===== src/rtl/pdh_pkg.sv =====
`timescale 1ns / 1ps
// ----------------------------------------------------------------------------
// pdh_pkg
// Shared constants, codes and types of the pairwise distance histogram core.
// ----------------------------------------------------------------------------
package pdh_pkg;

	localparam int MAX_POINTS = 4096;
	localparam int MAX_BINS   = 16384;
	localparam int COORD_W    = 24;

	localparam int PT_AW   = $clog2(MAX_POINTS);
	localparam int TALLY_W = PT_AW + 1;
	localparam int BIN_AW  = $clog2(MAX_BINS);
	localparam int BINS_W  = BIN_AW + 1;
	localparam int DIFF_W  = COORD_W;
	localparam int PROD_W  = 2 * DIFF_W;
	localparam int SQ_W    = PROD_W + 2;
	localparam int ROOT_W  = SQ_W / 2;
	localparam int ITER_W  = $clog2(ROOT_W);
	localparam int CNT_W   = 24;
	localparam int WIDTH_W = 25;

	localparam int BIN_TOTAL_W   = 15;
	localparam int SLICE_FIRST_W = 12;
	localparam int SLICE_END_W   = 13;
	localparam int CFG_IDX_W     = 2;
	localparam int CFG_DATA_W    = 15;

	localparam logic [CFG_IDX_W-1:0] CFG_BIN_TOTAL   = 2'd0;
	localparam logic [CFG_IDX_W-1:0] CFG_SLICE_FIRST = 2'd1;
	localparam logic [CFG_IDX_W-1:0] CFG_SLICE_END   = 2'd2;

	typedef enum logic [1:0] {
		CMD_LOAD  = 2'd0,
		CMD_RUN   = 2'd1,
		CMD_READ  = 2'd2,
		CMD_CLEAR = 2'd3
	} cmd_t;

	typedef enum logic [1:0] {
		ST_OK    = 2'd0,
		ST_FULL  = 2'd1,
		ST_FEW   = 2'd2,
		ST_RANGE = 2'd3
	} status_t;

	typedef struct packed {
		logic signed [COORD_W-1:0] z;
		logic signed [COORD_W-1:0] y;
		logic signed [COORD_W-1:0] x;
	} point_t;

	function automatic logic [DIFF_W-1:0] abs_diff(input logic signed [COORD_W-1:0] a,
		input logic signed [COORD_W-1:0] b);
		logic signed [COORD_W:0] d;
		d = (a >= b) ? ({a[COORD_W-1], a} - {b[COORD_W-1], b})
			: ({b[COORD_W-1], b} - {a[COORD_W-1], a});
		return d[DIFF_W-1:0];
	endfunction

endpackage


===== src/rtl/pdh_divider.sv =====
`timescale 1ns / 1ps
// ----------------------------------------------------------------------------
// pdh_divider
// Iterative restoring unsigned divider, one quotient bit per cycle.
// ----------------------------------------------------------------------------
module pdh_divider (
	input  logic                       clk,
	input  logic                       arst_n,
	input  logic                       start,
	input  logic [pdh_pkg::ROOT_W-1:0] dividend,
	input  logic [pdh_pkg::ROOT_W-1:0] divisor,
	output logic                       done,
	output logic [pdh_pkg::ROOT_W-1:0] quotient
);
	import pdh_pkg::*;

	logic              busy_q;
	logic              done_q;
	logic [ITER_W-1:0] cnt_q;
	logic [ROOT_W-1:0] dvd_q;
	logic [ROOT_W-1:0] dvs_q;
	logic [ROOT_W:0]   rem_q;
	logic [ROOT_W-1:0] quo_q;
	logic [ROOT_W:0]   rem_sh;

	assign rem_sh = {rem_q[ROOT_W-1:0], dvd_q[ROOT_W-1]};

	always_ff @(posedge clk or negedge arst_n) begin
		if (!arst_n) begin
			busy_q <= 1'b0;
			done_q <= 1'b0;
			cnt_q  <= '0;
			dvd_q  <= '0;
			dvs_q  <= '0;
			rem_q  <= '0;
			quo_q  <= '0;
		end else begin
			done_q <= 1'b0;
			if (start) begin
				busy_q <= 1'b1;
				cnt_q  <= ITER_W'(ROOT_W - 1);
				dvd_q  <= dividend;
				dvs_q  <= divisor;
				rem_q  <= '0;
				quo_q  <= '0;
			end else if (busy_q) begin
				dvd_q <= {dvd_q[ROOT_W-2:0], 1'b0};
				if (rem_sh >= {1'b0, dvs_q}) begin
					rem_q <= rem_sh - {1'b0, dvs_q};
					quo_q <= {quo_q[ROOT_W-2:0], 1'b1};
				end else begin
					rem_q <= rem_sh;
					quo_q <= {quo_q[ROOT_W-2:0], 1'b0};
				end
				if (cnt_q == '0) begin
					busy_q <= 1'b0;
					done_q <= 1'b1;
				end else begin
					cnt_q <= cnt_q - 1'b1;
				end
			end
		end
	end

	assign done     = done_q;
	assign quotient = quo_q;

endmodule


===== config.mk =====
export PLATFORM = sky130hd
export DESIGN_NAME = pdh_divider
export DESIGN_NICKNAME = d
export VERILOG_FILES = /design/src/rtl/pdh_pkg.sv /design/src/rtl/pdh_divider.sv
export SDC_FILE = /design/constraint.sdc
export NUM_CORES = 1
export LEC_CHECK = 0
export ABC_AREA = 1
export BUFFER_PORTS_ARGS = -buffer_cell sky130_fd_sc_hd__buf_2
export CORE_AREA = 2 2 131 133
export CTS_BUF_LIST = sky130_fd_sc_hd__clkbuf_8
export DETAILED_ROUTE_END_ITERATION = 10
export DIE_AREA = 0 0 133 135
export PLACE_DENSITY = 0.63
export SLEW_MARGIN = 5
export SYNTH_ARGS = -nofsm -noshare
export SYNTH_HDL_FRONTEND = slang
export SYNTH_SLANG_ARGS = --single-unit

===== constraint.sdc =====
create_clock -name clk -period 3.23 [get_ports clk]
set_input_delay 0.646 -clock clk [delete_from_list [all_inputs] [get_ports clk]]
set_output_delay 0.646 -clock clk [all_outputs]
set_load 0.05 [all_outputs]

==> flow_summary.toml <==
[run_status]
status = "finished clean"

[yosys]
synth.distinct_cells = 33
synthAdderAreaFrac = 0.0554
async_flop_share = 1.00
synthSimpleGateAreaFrac = 0.280
netlist_top_cells_area = "dfrtp_1, nand2_1, inv_1"
synth_commonest_cells = "nand2_1, inv_1, dfrtp_1"
postSynthAreaPerCell_sq_um = 7.33
synth_compound_area_frac = 0.106
synth_top_family_by_area = "simple AND/OR/NAND/NOR gates"
yosys_warnings = 0
synth_top_area_share = 0.414
synth_nets = 962
synth.most_common_cell = "nand2_1"
synth_edf_count = 0
synthMuxAreaShare = 0
synth-seq-cells = 107
synthCells = 881
yosysTopAreaCell = "dfrtp_1"
netlist_area_sq_um = 6460
ys.flop_type = "dfrtp_1"
synth_xor_area_frac = 0.0149
yosysSeqAreaShare = 0.414

[cts]
cts_tree = "done"
cts_hold_buf = 0
worstSkewPairLatency_ps = 400
post_cts_resized = 0
cts_setup_buffers = 0
htreeDepth = 3
cts_max_path_buffers = 2
cts.sink_count = 107
path_clk_slew_ps = 110
root_buffer = "clkbuf_8"
cts_made_buffers = 9

[floorplanning]
die_area_sq_um = 18000
num_rows = 47
io_pins = 79
initial_core_util = 0.394
die_w_um = 133
dieHeight_um = 135
core_sq_um = 16400

[sta]
setup_violations = 0
max_freq_mhz = 403
fin_skew_ps = 16.6
slew_violations = 0
period_share = 0.769
rsz0062_at_grt = "false"
min_period_ps = 2480
worst_slew_pin_slew_ps = 532
slew_headroom = 0.645
tns_ps = 0
finalHoldViolations = 0

[detailed_routing]
final_antenna_net_count = 0
vias = 5623
vias_per_cell = 4.80
avgRoutedWirePerCell_um = 13.3
drtPass1Iterations = 4
first_iter_violations = 313
drc_errors = 0
routed_wl_um = 15600

[worst_setup_path]
cp-end-kind = "flip-flop"
crit_chain = "ha_1 > nand2_1 > nor2_1 > nand2_1 > nor2_4 > nand3_4 > nand3_4 > nand2_1 > nand2_1 > nand2_1 > nand2_1"
worstPathMaxFanout = 26
cpPeakStageDelay_ps = 420
crit_type = "flip-flop to flip-flop"
crit_path_top_delay_cell = "dfrtp_1"
crit_top_cell = "nand2_1"
start_kind = "flip-flop"
path_delay_family = "simple AND/OR/NAND/NOR gates"
crit_required_ps = 3570
r2r_cells = 11
worst-path-stages = 11
cp_num_buf_inv = 0
cp_data_arrival_time_ps = 2820

[power_and_ir_drop]
intPower_mw = 2.69
power.switching_mw = 2.26
ir_drop_mv = 0.365
p_seq_frac = 0.332
total_power_mw = 4.95
power_frac_comb = 0.505
swShare = 0.456
clockPowerShare = 0.163
leakage_nw = 3.95
p_per_area_nw_per_um2 = 683

[global_route]
antenna_found_initial = 0
grt_first_pass_wirelength_um = 26900
grt_max_degree = 70
grt_pass1_vias = 5573
gr-usage-all-layers = 0.185
grt_overflow = 0

[placed_design]
place_hpwl_um = 11400
finalWeightedCongestion = 0.937
io_buffers = 78

[final_layout]
syn2layout_area_growth_pct = 12.2
layout-drive-gt1-share = 0.141
finalNetCount = 1029
diodes = 0

[run]
cap_violations = 0

[worst_hold_path]
hold_class = "input pin to asynchronous set/reset pin"
## sequential cells by signal, summed over array words and instances (netlist names)
| name | cells |
|---|---|
| quotient | 25 |
| dvd_q | 25 |
| busy_q | 1 |
| cnt_q | 5 |
| done | 1 |
| dvs_q | 25 |
| rem_q | 25 |
## through the flow
step           std cells  area, sq um  setup WS [ps]  hold slack, ps  utilization
2_1_floorplan        881         6460           1350             350            -
3_3_place_gp        1157         7070            817             463        0.431
3_5_place_dp        1157         7070            778             489        0.431
4_1_cts             1172         7250            743             223        0.442
5_1_grt             1172         7250            519             245        0.442
6_report            1172         7250            747             217        0.442
## worst paths after layout
check / slack (ps) / start / end
worst max-delay path: 750 / rem_q[20] / rem_q[21]
worst min-delay path: 220 / arst_n / rem_q[13]
worst max register to register: 750 / rem_q[20] / rem_q[21]
worst min register to register: 500 / dvs_q[0] / dvs_q[0]
max in group asynchronous: 2270 / arst_n / dvd_q[19]
min in group clk: 450 / divisor[24] / dvs_q[24]
## worst reg2reg max path: cells and delay by family, from the launching register on
family	cells	cell delay (ps)
flops	1	420
fa+ha+maj	1	370
simple gates	10	1650
## layout by cell type (no fill, tap or decap), types with 4 or more instances in the layout
cell        n
nand2_1   272
inv_1     174
dfrtp_1   107
buf_2      77
nand3_1    53
nand4_1    32
o21ai_0    32
nor2_1     28
ha_1       27
o22ai_1    24
o221ai_1   24
a21oi_1    15
inv_2      10
o21ai_1    10
xnor2_1     9
clkbuf_8    9
buf_4       9
nand2_2     8
nor2_2      5
nor2_4      4
## routing by layer
layer,routed length (um),up-vias,track usage
met5,0,-,0
met4,187,0,0.0382
met3,1010,15,0.0597
met2,6920,114,0.305
met1,7490,2572,0.240
li1,-,2922,-
## power groups by stage
stage | logic (mW) | registers, mW | clock network, mW
final | 2.50 | 1.64 | 0.806
after global placement | 2.48 | 1.66 | 0
after global routing | 2.87 | 1.67 | 0.899
after CTS | 2.51 | 1.64 | 0.845
after floorplan | 1.94 | 1.68 | 0
after detailed placement | 2.49 | 1.67 | 0
## kinds of logic after synthesis
logic type / after synthesis
AND/OR/NAND/NOR: 411
buffers and inverters: 215
AO/OA/AOI/OAI: 109
flip-flops: 107
adder cells (fa/ha/maj): 28
XOR/XNOR: 11
## cell type report
type / instances / area, sq um
fillers: 1724 / 9160
multi-input cells: 559 / 2950
flip-flops and latches: 107 / 2680
inverters: 184 / 691
repair buffers: 87 / 473
well taps: 220 / 275
clock buffers: 9 / 124
clock inverters: 6 / 57.6
Note: power is estimated with default switching activity, not from simulation.
