===== src/rtl/pdh_pkg.sv =====
`timescale 1ns / 1ps
// ----------------------------------------------------------------------------
// pdh_pkg
// Shared constants, codes and types of the pairwise distance histogram core.
// ----------------------------------------------------------------------------
package pdh_pkg;

	localparam int MAX_POINTS = 4096;
	localparam int MAX_BINS   = 16384;
	localparam int COORD_W    = 24;

	localparam int PT_AW   = $clog2(MAX_POINTS);
	localparam int TALLY_W = PT_AW + 1;
	localparam int BIN_AW  = $clog2(MAX_BINS);
	localparam int BINS_W  = BIN_AW + 1;
	localparam int DIFF_W  = COORD_W;
	localparam int PROD_W  = 2 * DIFF_W;
	localparam int SQ_W    = PROD_W + 2;
	localparam int ROOT_W  = SQ_W / 2;
	localparam int ITER_W  = $clog2(ROOT_W);
	localparam int CNT_W   = 24;
	localparam int WIDTH_W = 25;

	localparam int BIN_TOTAL_W   = 15;
	localparam int SLICE_FIRST_W = 12;
	localparam int SLICE_END_W   = 13;
	localparam int CFG_IDX_W     = 2;
	localparam int CFG_DATA_W    = 15;

	localparam logic [CFG_IDX_W-1:0] CFG_BIN_TOTAL   = 2'd0;
	localparam logic [CFG_IDX_W-1:0] CFG_SLICE_FIRST = 2'd1;
	localparam logic [CFG_IDX_W-1:0] CFG_SLICE_END   = 2'd2;

	typedef enum logic [1:0] {
		CMD_LOAD  = 2'd0,
		CMD_RUN   = 2'd1,
		CMD_READ  = 2'd2,
		CMD_CLEAR = 2'd3
	} cmd_t;

	typedef enum logic [1:0] {
		ST_OK    = 2'd0,
		ST_FULL  = 2'd1,
		ST_FEW   = 2'd2,
		ST_RANGE = 2'd3
	} status_t;

	typedef struct packed {
		logic signed [COORD_W-1:0] z;
		logic signed [COORD_W-1:0] y;
		logic signed [COORD_W-1:0] x;
	} point_t;

	function automatic logic [DIFF_W-1:0] abs_diff(input logic signed [COORD_W-1:0] a,
		input logic signed [COORD_W-1:0] b);
		logic signed [COORD_W:0] d;
		d = (a >= b) ? ({a[COORD_W-1], a} - {b[COORD_W-1], b})
			: ({b[COORD_W-1], b} - {a[COORD_W-1], a});
		return d[DIFF_W-1:0];
	endfunction

endpackage


===== src/rtl/pdh_isqrt.sv =====
`timescale 1ns / 1ps
// ----------------------------------------------------------------------------
// pdh_isqrt
// Iterative floor square root, one result bit per cycle.
// ----------------------------------------------------------------------------
module pdh_isqrt (
	input  logic                         clk,
	input  logic                         arst_n,
	input  logic                         start,
	input  logic [pdh_pkg::SQ_W-1:0]     radicand,
	output logic                         done,
	output logic [pdh_pkg::ROOT_W-1:0]   root
);
	import pdh_pkg::*;

	logic              busy_q;
	logic              done_q;
	logic [ITER_W-1:0] cnt_q;
	logic [SQ_W-1:0]   rad_q;
	logic [ROOT_W+1:0] rem_q;
	logic [ROOT_W-1:0] root_q;
	logic [ROOT_W+1:0] rem_sh;
	logic [ROOT_W+1:0] trial;

	assign rem_sh = {rem_q[ROOT_W-1:0], rad_q[SQ_W-1 -: 2]};
	assign trial  = {root_q, 2'b01};

	always_ff @(posedge clk or negedge arst_n) begin
		if (!arst_n) begin
			busy_q <= 1'b0;
			done_q <= 1'b0;
			cnt_q  <= '0;
			rad_q  <= '0;
			rem_q  <= '0;
			root_q <= '0;
		end else begin
			done_q <= 1'b0;
			if (start) begin
				busy_q <= 1'b1;
				cnt_q  <= ITER_W'(ROOT_W - 1);
				rad_q  <= radicand;
				rem_q  <= '0;
				root_q <= '0;
			end else if (busy_q) begin
				rad_q <= {rad_q[SQ_W-3:0], 2'b00};
				if (rem_sh >= trial) begin
					rem_q  <= rem_sh - trial;
					root_q <= {root_q[ROOT_W-2:0], 1'b1};
				end else begin
					rem_q  <= rem_sh;
					root_q <= {root_q[ROOT_W-2:0], 1'b0};
				end
				if (cnt_q == '0) begin
					busy_q <= 1'b0;
					done_q <= 1'b1;
				end else begin
					cnt_q <= cnt_q - 1'b1;
				end
			end
		end
	end

	assign done = done_q;
	assign root = root_q;

endmodule


===== config.mk =====
export PLATFORM = sky130hd
export DESIGN_NAME = pdh_isqrt
export DESIGN_NICKNAME = d
export VERILOG_FILES = /design/src/rtl/pdh_pkg.sv /design/src/rtl/pdh_isqrt.sv
export SDC_FILE = /design/constraint.sdc
export NUM_CORES = 1
export LEC_CHECK = 0
export ABC_AREA = 1
export BUFFER_PORTS_ARGS = -buffer_cell sky130_fd_sc_hd__clkbuf_2
export CORE_MARGIN = 2
export CORE_UTILIZATION = 49
export CTS_BUF_LIST = sky130_fd_sc_hd__clkbuf_4 sky130_fd_sc_hd__clkbuf_8 sky130_fd_sc_hd__clkbuf_16
export CTS_CLUSTER_SIZE = 20
export DETAILED_ROUTE_END_ITERATION = 8
export PLACE_DENSITY = 0.69
export SLEW_MARGIN = 20
export SYNTH_ARGS = -nofsm -noshare
export SYNTH_HDL_FRONTEND = slang
export SYNTH_SLANG_ARGS = --single-unit

===== constraint.sdc =====
create_clock -name clk -period 2.4 [get_ports clk]
set_clock_uncertainty 0.05 [all_clocks]
set_input_delay 0.24 -clock clk [delete_from_list [all_inputs] [get_ports clk]]
set_output_delay 0.24 -clock clk [all_outputs]
set_load 0.02 [all_outputs]

==> flow_metrics.tcl, run 1 <==
set metrics [dict create \
    finalCritPeriodShare_pct 90.95 \
    synth_cell_types 36 \
    routabilityCongestion 0.9664 \
    viasPerCell 5.101 \
    io-pin-count 79 \
    synth.area.top_cells "dfrtp_1, nand2_1, inv_1, o22ai_1, ha_1" \
    drcViolationCount 0 \
    syn-cell-area_sq_um 6452 \
    setup.worst_path.start "root[18]$_DFFE_PN0P_" \
    drive_gt1_share_pct 14.24 \
    synth-xor-area-share_pct 1.357 \
    synth_edf_count 0 \
    worst_setup_path_start_kind "flip-flop" \
    syn_nets 965 \
    maxCapViolations 0 \
    die_height_um 118.8 \
    drv_slew 0 \
    peakVddDrop_mv 0.5724 \
    tns_ns 0 \
    grt_setup_unrepaired "no" \
    cts.sinks 107 \
    final_util_pct 58.42 \
    wl_per_cell_um 13.98 \
    synth_compound_gate_area_share_pct 11.34 \
    cts_buffers 9 \
    timing.final.crit_period_ns 2.183 \
    nets 1039 \
    end_kind "flip-flop" \
    crit_fanout 26 \
    yosys.cell_count.top_type "nand2_1" \
    h-tree-depth 3 \
    min_from "radicand[4]" \
    seq_area_sq_um 2678 \
    r2r-end "rem_q[24]$_DFFE_PN0P_" \
    total_power_mw 8.861 \
    crit_type "reg2reg" \
    antenna_found_initial 0 \
    yosys.area.top_type "dfrtp_1" \
    critical_path_arrival_ns 2.43 \
    rr_worst_depth 12 \
    yosysSeqAreaShare_pct 41.50 \
    grt.total_usage_pct 23.76 \
    post_cts_buffers 0 \
    relSlewSlack_pct 64.45 \
    wl_met2_um 7558 \
    tightest_slew_ns 0.5333 \
    synthTopCellsByCount "nand2_1, inv_1, dfrtp_1" \
    worstSkewPairLatency_ns 0.36 \
    cts_max_path_buffers 2 \
    drt-total-wl_um 15850 \
    firstDrtPassIters 5 \
    final_area_sq_um 7432 \
    root_buffer "clkbuf_16" \
    grt_max_degree 42 \
    hpwl_um 11430 \
    synth_warnings 0 \
    fmax_ghz 0.4581 \
    outcome "finished, final reports clean" \
    cts_tree "yes" \
    fp-row-count 41 \
    r2r_start "root[18]$_DFFE_PN0P_" \
    netlist_instances 883 \
    wl_met1_um 7311 \
    coreArea_sq_um 12720 \
    r2r_slack_ns 0.22 \
    grt_pass1_vias 5703 \
    io_buffers 78 \
    path_clk_slew_ns 0.07 \
    drtIter0Drc 366 \
    stdcell_count 1134 \
    ys_ff_latch 107 \
    post-place-cells 1117 \
    wl_met3_um 806 \
    cp-endpoint "rem_q[24]$_DFFE_PN0P_" \
    antenna-diode-count 0 \
    vias 5785 \
    p_leak_nw 4.034 \
    synth_top_area_share_pct 41.50 \
    synthAdderAreaFrac_pct 5.623 \
    syn_area_per_cell_sq_um 7.307 \
    async_reset_ff_share_pct 100.0 \
    muxShareOfSynthArea_pct 0 \
    dieArea_sq_um 14100 \
    top_layer_used "met4" \
    nFillCells 1265 \
    hold_class "in2reg" \
    setup_violations 0 \
    synthFlopType "dfrtp_1" \
    synth-simple-area-share_pct 29.86 \
    cp_data_required_time_ns 2.65 \
    grt_overflow_total 0 \
    grt_pass1_wl_um 27320 \
    synth_top_family_by_area "simple AND/OR/NAND/NOR gates" \
    dpl-instance-area_sq_um 7084 \
    multi_input_area_sq_um 3124 \
    hold_viol 0 \
    antenna_left 0 \
    initial_utilization_pct 50.72 \
    area_delta_synth_final_pct 15.18 \
    powerDensity_nw_per_um2 1192 \
    die_w_um 118.8 \
]
==> metal layers <==
metal  GRT usage, %  up-vias
li1               -     2978
met1          30.45     2689
met2          39.76      105
met3          6.660       13
met4          5.655        0
met5              0        -
==> area by class of cell <==
| cell class | instances | share of cell area [%] |
|---|---|---|
| multi-input combinational | 605 | 42.04 |
| sequential | 107 | 36.03 |
| timing repair buffer | 93 | 7.508 |
| inverter | 141 | 7.121 |
| clock buffer | 10 | 3.215 |
| tap | 172 | 2.896 |
| clock inverter | 6 | 1.195 |
==> critical path, stage by stage (launching register included) <==
cell and delay (ns):
dfrtp_1 0.35, inv_1 0.08, ha_1 0.39, nand2_1 0.13, nor2_2 0.17, nand3_1 0.17, a21oi_4 0.22, nor2_8 0.07
nand2_8 0.16, nand2_4 0.12, nand2_1 0.09, nand2_1 0.05, nand2_1 0.06
==> how the worst min path moves through the flow <==
stage                                 to  slack, ns  cells past startpoint
finish              rad_q[4]$_DFFE_PN0P_       0.04                      3
global route        rad_q[1]$_DFFE_PN0P_       0.04                      3
CTS                 rad_q[1]$_DFFE_PN0P_       0.03                      3
detailed placement  rem_q[8]$_DFFE_PN0P_       0.21                      1
global placement     root[9]$_DFFE_PN0P_       0.21                      1
floorplan               busy_q$_DFF_PN0_      -0.11                      0
==> cells in the final DEF, fill, tap and decap left out, drive strengths merged <==
| cell type | Yosys | layout |
|---|---|---|
| ha | 29 | 29 |
| xor2 | 1 | 1 |
| a22oi | 1 | 1 |
| dlygate4sd3 | 0 | 1 |
| o211ai | 2 | 2 |
| o21a | 1 | 1 |
| a21oi | 39 | 39 |
| bufinv | 0 | 1 |
| nand2 | 289 | 289 |
| nor2 | 72 | 72 |
| buf | 9 | 15 |
| o22ai | 68 | 68 |
| nand4 | 8 | 8 |
| clkbuf | 21 | 87 |
| nand3 | 46 | 46 |
| clkinv | 1 | 1 |
| nor4 | 2 | 2 |
| o21ai | 9 | 9 |
| dfrtp | 107 | 107 |
| o221ai | 2 | 2 |
| inv | 140 | 145 |
| nand3b | 23 | 23 |
| and2 | 2 | 2 |
| xnor2 | 9 | 9 |
| o31ai | 1 | 1 |
| or2 | 1 | 1 |
==> metrics by stage <==
stage	worst slack, ns	hold WS (ns)
CTS	0.1304	0.02936
global placement	0.1701	0.2090
detailed placement	0.1452	0.2114
finish	0.2172	0.04012
floorplan	0.3236	-0.1056
global route	0.03569	0.03774
==> power by group <==
part	switching, mW	leakage [nW]	internal, mW
Clock	0.763	0.162	0.874
Sequential	0.200	1.32	2.10
Combinational	3.15	2.56	1.78
==> kinds of logic after synthesis <==
group / Yosys count
adders and majority gates: 29
and+or+nand+nor: 443
buffers and inverters: 171
DFF: 107
xor gates and xnor gates: 10
AOI/OAI and AO/OA: 123
==> registers in the layout, indices dropped and copies added (netlist names) <==
signal	cells
busy_q	1
cnt_q	5
done	1
rad_q	50
rem_q	25
root	25
==> timing repair <==
item                       in CTS  in global routing
hold buffers                    1                  0
resized for setup               0                  3
setup endpoints to repair       0                  8
hold endpoints to repair       37                  0
Note: power is estimated with default switching activity, not from simulation.
==> run 2: changes to the inputs <==
- ABC_AREA: 1 -> unset
- CTS_BUF_LIST: sky130_fd_sc_hd__clkbuf_4 sky130_fd_sc_hd__clkbuf_8 sky130_fd_sc_hd__clkbuf_16 -> unset
==> run 2 against run 1 <==
The run now ends with setup timing left. Worst hold slack worse by 0.0090 ns. Routed wire length rose by 1.2%. Critical endpoint is now rem_q[8]$_DFFE_PN0P_. Via count shrank 2.9%. Worst setup slack got worse by 0.45 ns. Critical path depth stayed put. Die area down 1.5%. First-iteration DRC count is 30% lower. Power up 23%. Synthesized cell count is 22% lower. Highest routed layer unchanged.
==> flow_metrics.tcl, run 2 <==
set metrics [dict create \
    viasPerCell 5.325 \
    cp_common_cell "buf_6" \
    firstDrtPassIters 5 \
    grt_pass1_vias 5848 \
    grt_setup_unrepaired "yes" \
    cp_top_family "simple AND/OR/NAND/NOR gates" \
    synth_warnings 0 \
    antenna_left 0 \
    hold_viol 0 \
    syn_area_per_cell_sq_um 9.221 \
    io-pin-count 79 \
    synth_top_area_share_pct 42.14 \
    tightest_slew_ns 0.7142 \
    dieArea_sq_um 13890 \
    worstSkewPairLatency_ns 0.36 \
    grt_pass1_wl_um 27170 \
    yosys.area.top_type "dfrtp_1" \
    die_w_um 117.9 \
    hold_class "in2reg" \
    io_buffers 78 \
    worst_setup_path_start_kind "flip-flop" \
    final_cell_mix "buf_4, nand2_1, dfrtp_1" \
    p_leak_nw 4.590 \
    end_kind "flip-flop" \
    die_height_um 117.9 \
    syn-cell-area_sq_um 6354 \
    wl_per_cell_um 15.20 \
    grt_overflow_total 0 \
    cts_tree "yes" \
    crit_type "reg2reg" \
    drtIter0Drc 257 \
    cp_slowest_cell "or4_4" \
    cts_max_path_buffers 2 \
    yosys.cell_count.top_type "dfrtp_1" \
    synth.area.top_cells "dfrtp_1, mux2i_1, ha_1, nand2_1, o21ai_0" \
    finalCritPeriodShare_pct 109.7 \
    nets 960 \
    powerDensity_nw_per_um2 1237 \
    setup_violations 25 \
    outcome "complete, but fails checks" \
    crit_fanout 5 \
    initial_utilization_pct 50.35 \
    stdcell_count 1055 \
    grt.total_usage_pct 23.78 \
    cp_num_buf_inv 3 \
    area_delta_synth_final_pct 39.03 \
    hpwl_um 10990 \
    async_reset_ff_share_pct 100.0 \
    root_buffer "clkbuf_16" \
    grt_max_degree 74 \
    holdWs_ns 0.03112 \
    h-tree-depth 3 \
    yosysSeqAreaShare_pct 42.14 \
    netlist_instances 689 \
    layout_setup_ws_ns -0.2322 \
    cp_data_required_time_ns 2.62 \
    violations "setup timing" \
    path_cells "ha_4 -> and3_4 -> nand3_4 -> or4_4 -> a21oi_4 -> buf_6 -> nor3_4 -> buf_6 -> buf_6 -> nor3_2 -> a21oi_1 -> a211oi_1" \
    relSlewSlack_pct 52.39 \
    ys_ff_latch 107 \
    drv_slew 0 \
    antenna-diode-count 0 \
    layout_commonest_cell "buf_4" \
    drive_gt1_share_pct 39.64 \
    fp-row-count 41 \
    syn_nets 771 \
    path_clk_slew_ns 0.08 \
    routabilityCongestion 0.8999 \
    drt-total-wl_um 16040 \
    final_util_pct 70.00 \
    synth_edf_count 0 \
    drcViolationCount 0 \
    synthFlopType "dfrtp_1" \
    critical_path_arrival_ns 2.85 \
    fmax_ghz 0.3799 \
    post-place-cells 1025 \
    synth_cell_types 57 \
    antenna_found_initial 0 \
    vias 5618 \
    cts_buffers 9 \
    cts.sinks 107 \
    cp_slowest_stage_delay_ns 0.51 \
    peakVddDrop_mv 0.7856 \
    maxCapViolations 0 \
    largest_reg_flops 50 \
    synthTopCellsByCount "dfrtp_1, nand2_1, mux2i_1" \
    largest_register "rad_q" \
    coreArea_sq_um 12620 \
    timing.final.crit_period_ns 2.632 \
]
-- run 2: power by group --
| group | total [mW] | switching, mW | internal [mW] |
|---|---|---|---|
| Combinational | 7.00 | 3.35 | 3.65 |
| Sequential | 2.26 | 0.193 | 2.07 |
| Clock | 1.67 | 0.704 | 0.963 |
| Total | 10.9 | 4.25 | 6.68 |
-- run 2: what timing repair did --
item	4_1_cts	5_1_grt
gates cloned	2	0
pin swaps	24	9
gates resized for setup	58	31
setup endpoints to repair	26	26
buffers inserted	7	5
hold buffers	1	0
hold endpoints to repair	19	0
-- run 2: cell families (layout without fill, tap and decap cells) --
family	after synthesis	count (layout)	share of synthesized area, %
xor+xnor	21	21	2.895
flops	107	107	42.14
buf+inv	81	274	5.278
simple gates	203	204	14.06
compound gates	164	164	16.66
fa+ha+maj	29	29	5.711
mux	84	84	13.25
-- run 2: per-stage QoR --
stage | worst slack, ns | instance area [sq um] | power, mW | TNS, ns
6_report | -0.2322 | 8833 | 10.93 | -2.919
5_1_grt | -0.3204 | 8833 | 11.57 | -5.413
4_1_cts | -0.1885 | 8651 | 10.35 | -2.135
3_5_place_dp | -0.3156 | 7960 | 7.655 | -6.384
3_3_place_gp | -0.2977 | 7960 | 7.538 | -5.426
2_1_floorplan | -0.1369 | 6561 | 5.752 | -1.544
-- run 2: final cells by class --
| type | instances | area [sq um] |
|---|---|---|
| inverters | 37 | 138.9 |
| flip-flops and latches | 107 | 2709 |
| multi-input cells | 502 | 3887 |
| clock buffers | 11 | 242.7 |
| clock inverters | 5 | 91.34 |
| well taps | 172 | 215.2 |
| repair buffers | 221 | 1549 |
| fillers | 1002 | 3786 |
-- run 2: metal layers --
metal / up-vias / global-route usage (%) / routed length, um
met3: 26 / 5.426 / 561
met5: - / 0 / 0
li1: 2786 / - / -
met1: 2684 / 29.14 / 6945
met4: 0 / 7.455 / 298
met2: 122 / 41.57 / 8231
-- run 2: path summary, 6_finish.rpt --
check	startpoint	end	slack [ns]	depth (start not counted)
worst max-delay path	rem_q[23]$_DFFE_PN0P_	rem_q[8]$_DFFE_PN0P_	-0.23	12
worst min-delay path	radicand[35]	rad_q[35]$_DFFE_PN0P_	0.03	3
worst max register to register	rem_q[23]$_DFFE_PN0P_	rem_q[8]$_DFFE_PN0P_	-0.23	12
worst min register to register	cnt_q[4]$_DFFE_PN0P_	cnt_q[4]$_DFFE_PN0P_	0.50	2
max in group asynchronous	arst_n	root[0]$_DFFE_PN0P_	1.34	3
min in group asynchronous	arst_n	root[11]$_DFFE_PN0P_	0.28	2
-- run 2: tightest hold or removal path, stage by stage --
cell and delay (ns):
clkbuf_2 0.07, nand2_1 0.04, o21ai_0 0.05
==> run 3: changes to the inputs <==
- CORE_UTILIZATION: 49 -> 59
- PLACE_DENSITY: 0.69 -> 0.81
- RECOVER_POWER: unset -> 100
==> run 3 against run 2 <==
The run still ends with setup timing left. Register-to-register slack got worse by 0.06 ns. First-iteration DRC count increased by 51%. Clock power decreased by 33%. Worst hold slack got worse by 0.022 ns. Die area decreased by 16%. Design area decreased by 3.2%. Sequential share of layout area increased by 1.0 points. Power decreased by 7.3%. Combinational power decreased by 3.4%. Core utilization increased by 12 points. Sequential power about the same. Routed wire length increased by 5.4%. Critical endpoint is now rem_q[6]$_DFFE_PN0P_. Largest cell class unchanged.
==> flow_metrics.tcl, run 3 (synthesis gave the netlist of run 2 again) <==
set metrics [dict create \
    outcome "complete, but fails checks" \
    violations "setup timing" \
    min_from "radicand[42]" \
    wl_per_cell_um 16.55 \
    io-pin-count 79 \
    rr_worst_depth 9 \
    peakVddDrop_mv 0.6715 \
    holdWs_ns 0.009024 \
    cts.sinks 107 \
    worst_setup_path_start_kind "flip-flop" \
    area_delta_synth_final_pct 34.62 \
    relSlewSlack_pct 32.01 \
    drt-total-wl_um 16900 \
    grt_setup_unrepaired "yes" \
    cts_buffers 9 \
    cp-endpoint "rem_q[6]$_DFFE_PN0P_" \
    coreArea_sq_um 10370 \
    r2r_slack_ns -0.29 \
    grt_max_degree 72 \
    crit_type "reg2reg" \
    cp_data_required_time_ns 2.64 \
    hold_class "in2reg" \
    antenna-diode-count 0 \
    finalCritPeriodShare_pct 112.2 \
    end_kind "flip-flop" \
    h-tree-depth 3 \
    hold_viol 0 \
    drcViolationCount 0 \
    antenna_left 0 \
    fp-row-count 37 \
    vias 5825 \
    fmax_ghz 0.3713 \
    antenna_found_initial 0 \
    root_buffer "clkbuf_8" \
    tns_ns -4.828 \
    critical_path_arrival_ns 2.93 \
    r2r-end "rem_q[6]$_DFFE_PN0P_" \
    grt_pass1_wl_um 27340 \
    cts_max_path_buffers 2 \
    stdcell_count 1021 \
    r2r_start "rem_q[19]$_DFFE_PN0P_" \
    drive_gt1_share_pct 38.76 \
    io_buffers 78 \
    layout_commonest_cell "buf_4" \
    grt.total_usage_pct 29.57 \
    crit_fanout 8 \
    worstSkewPairLatency_ns 0.39 \
    grt_pass1_vias 5994 \
    die_height_um 107.8 \
    cts_tree "yes" \
    p_leak_nw 4.479 \
    dieArea_sq_um 11610 \
    die_w_um 107.8 \
    maxCapViolations 0 \
    largest_reg_flops 50 \
    layout_setup_ws_ns -0.2930 \
    setup.worst_path.start "rem_q[19]$_DFFE_PN0P_" \
    routabilityCongestion 0.9444 \
    post-place-cells 988 \
    setup_violations 26 \
    timing.final.crit_period_ns 2.693 \
    grt_overflow_total 0 \
    hpwl_um 11420 \
    viasPerCell 5.705 \
    firstDrtPassIters 5 \
    nFillCells 614 \
    drv_slew 0 \
    drtIter0Drc 388 \
    tightest_slew_ns 1.020 \
    largest_register "rad_q" \
    nets 962 \
    powerDensity_nw_per_um2 1185 \
    final_cell_mix "buf_4, nand2_1, dfrtp_1" \
    initial_utilization_pct 61.27 \
    path_clk_slew_ns 0.11 \
]
## run 3: cell count changes in the layout (fill, tap and decap cells not counted), moves of 4 or more
| cell | delta |
|---|---|
| clkbuf_16 | -9 |
| clkbuf_8 | +8 |
| dlygate4sd3_1 | +5 |
| nand2_1 | +4 |
## run 3: critical path, cell delays in order (launching register included)
cell and delay (ns):
dfrtp_1 0.41, ha_1 0.41, nand4_1 0.19, nor4_2 0.32, nand2_1 0.14, a21oi_2 0.21, buf_4 0.15, nor3_4 0.07
or3_1 0.38, a311oi_1 0.28
## run 3: worst min-delay path by stage
stage,end,cells past startpoint
2_1_floorplan,busy_q$_DFF_PN0_,0
3_3_place_gp,rem_q[12]$_DFFE_PN0P_,1
3_5_place_dp,root[12]$_DFFE_PN0P_,1
4_1_cts,rad_q[42]$_DFFE_PN0P_,3
5_1_grt,rad_q[3]$_DFFE_PN0P_,3
6_report,rad_q[42]$_DFFE_PN0P_,3
## run 3: stage by stage
step	util [%]	total power [mW]	setup slack, ns	cell area (sq um)
detailed placement	76.01	7.622	-0.2830	7883
finish	82.48	10.13	-0.2930	8553
floorplan	-	5.752	-0.1369	6561
global placement	76.01	7.420	-0.2440	7883
global route	82.48	10.67	-0.4153	8553
CTS	81.18	9.479	-0.1981	8418
## run 3: cell type report
cell class	instances	area [sq um]	area share (%)
Clock buffer	9	123.9	1.448
Clock inverter	7	73.82	0.8631
Inverter	37	138.9	1.624
Multi-Input combinational cell	501	3792	44.34
Sequential cell	107	2709	31.67
Tap cell	136	170.2	1.989
Timing Repair Buffer	224	1545	18.07
## run 3: layer usage
metal  GRT usage (%)  part of all wire, %  up-vias
met4           10.81                  2.7        0
met3           5.630                  4.8       45
met5               0                    0        -
met2           53.05                   52      194
met1           35.11                   40     2802
li1                -                    -     2784
## run 3: report_power, final
group | leakage [nW] | internal [mW] | switching, mW
Combinational | 3.06 | 3.47 | 3.29
Clock | 0.0920 | 0.405 | 0.712
Sequential | 1.33 | 2.07 | 0.189
## run 3: what timing repair did
action                                  in CTS  in global routing
gates resized for setup                     38                 35
setup buffers                               11                  2
hold buffers                                 6                  0
pin swaps                                   26                 13
hold endpoints to repair                    40                  0
endpoints found under the setup margin      26                 26
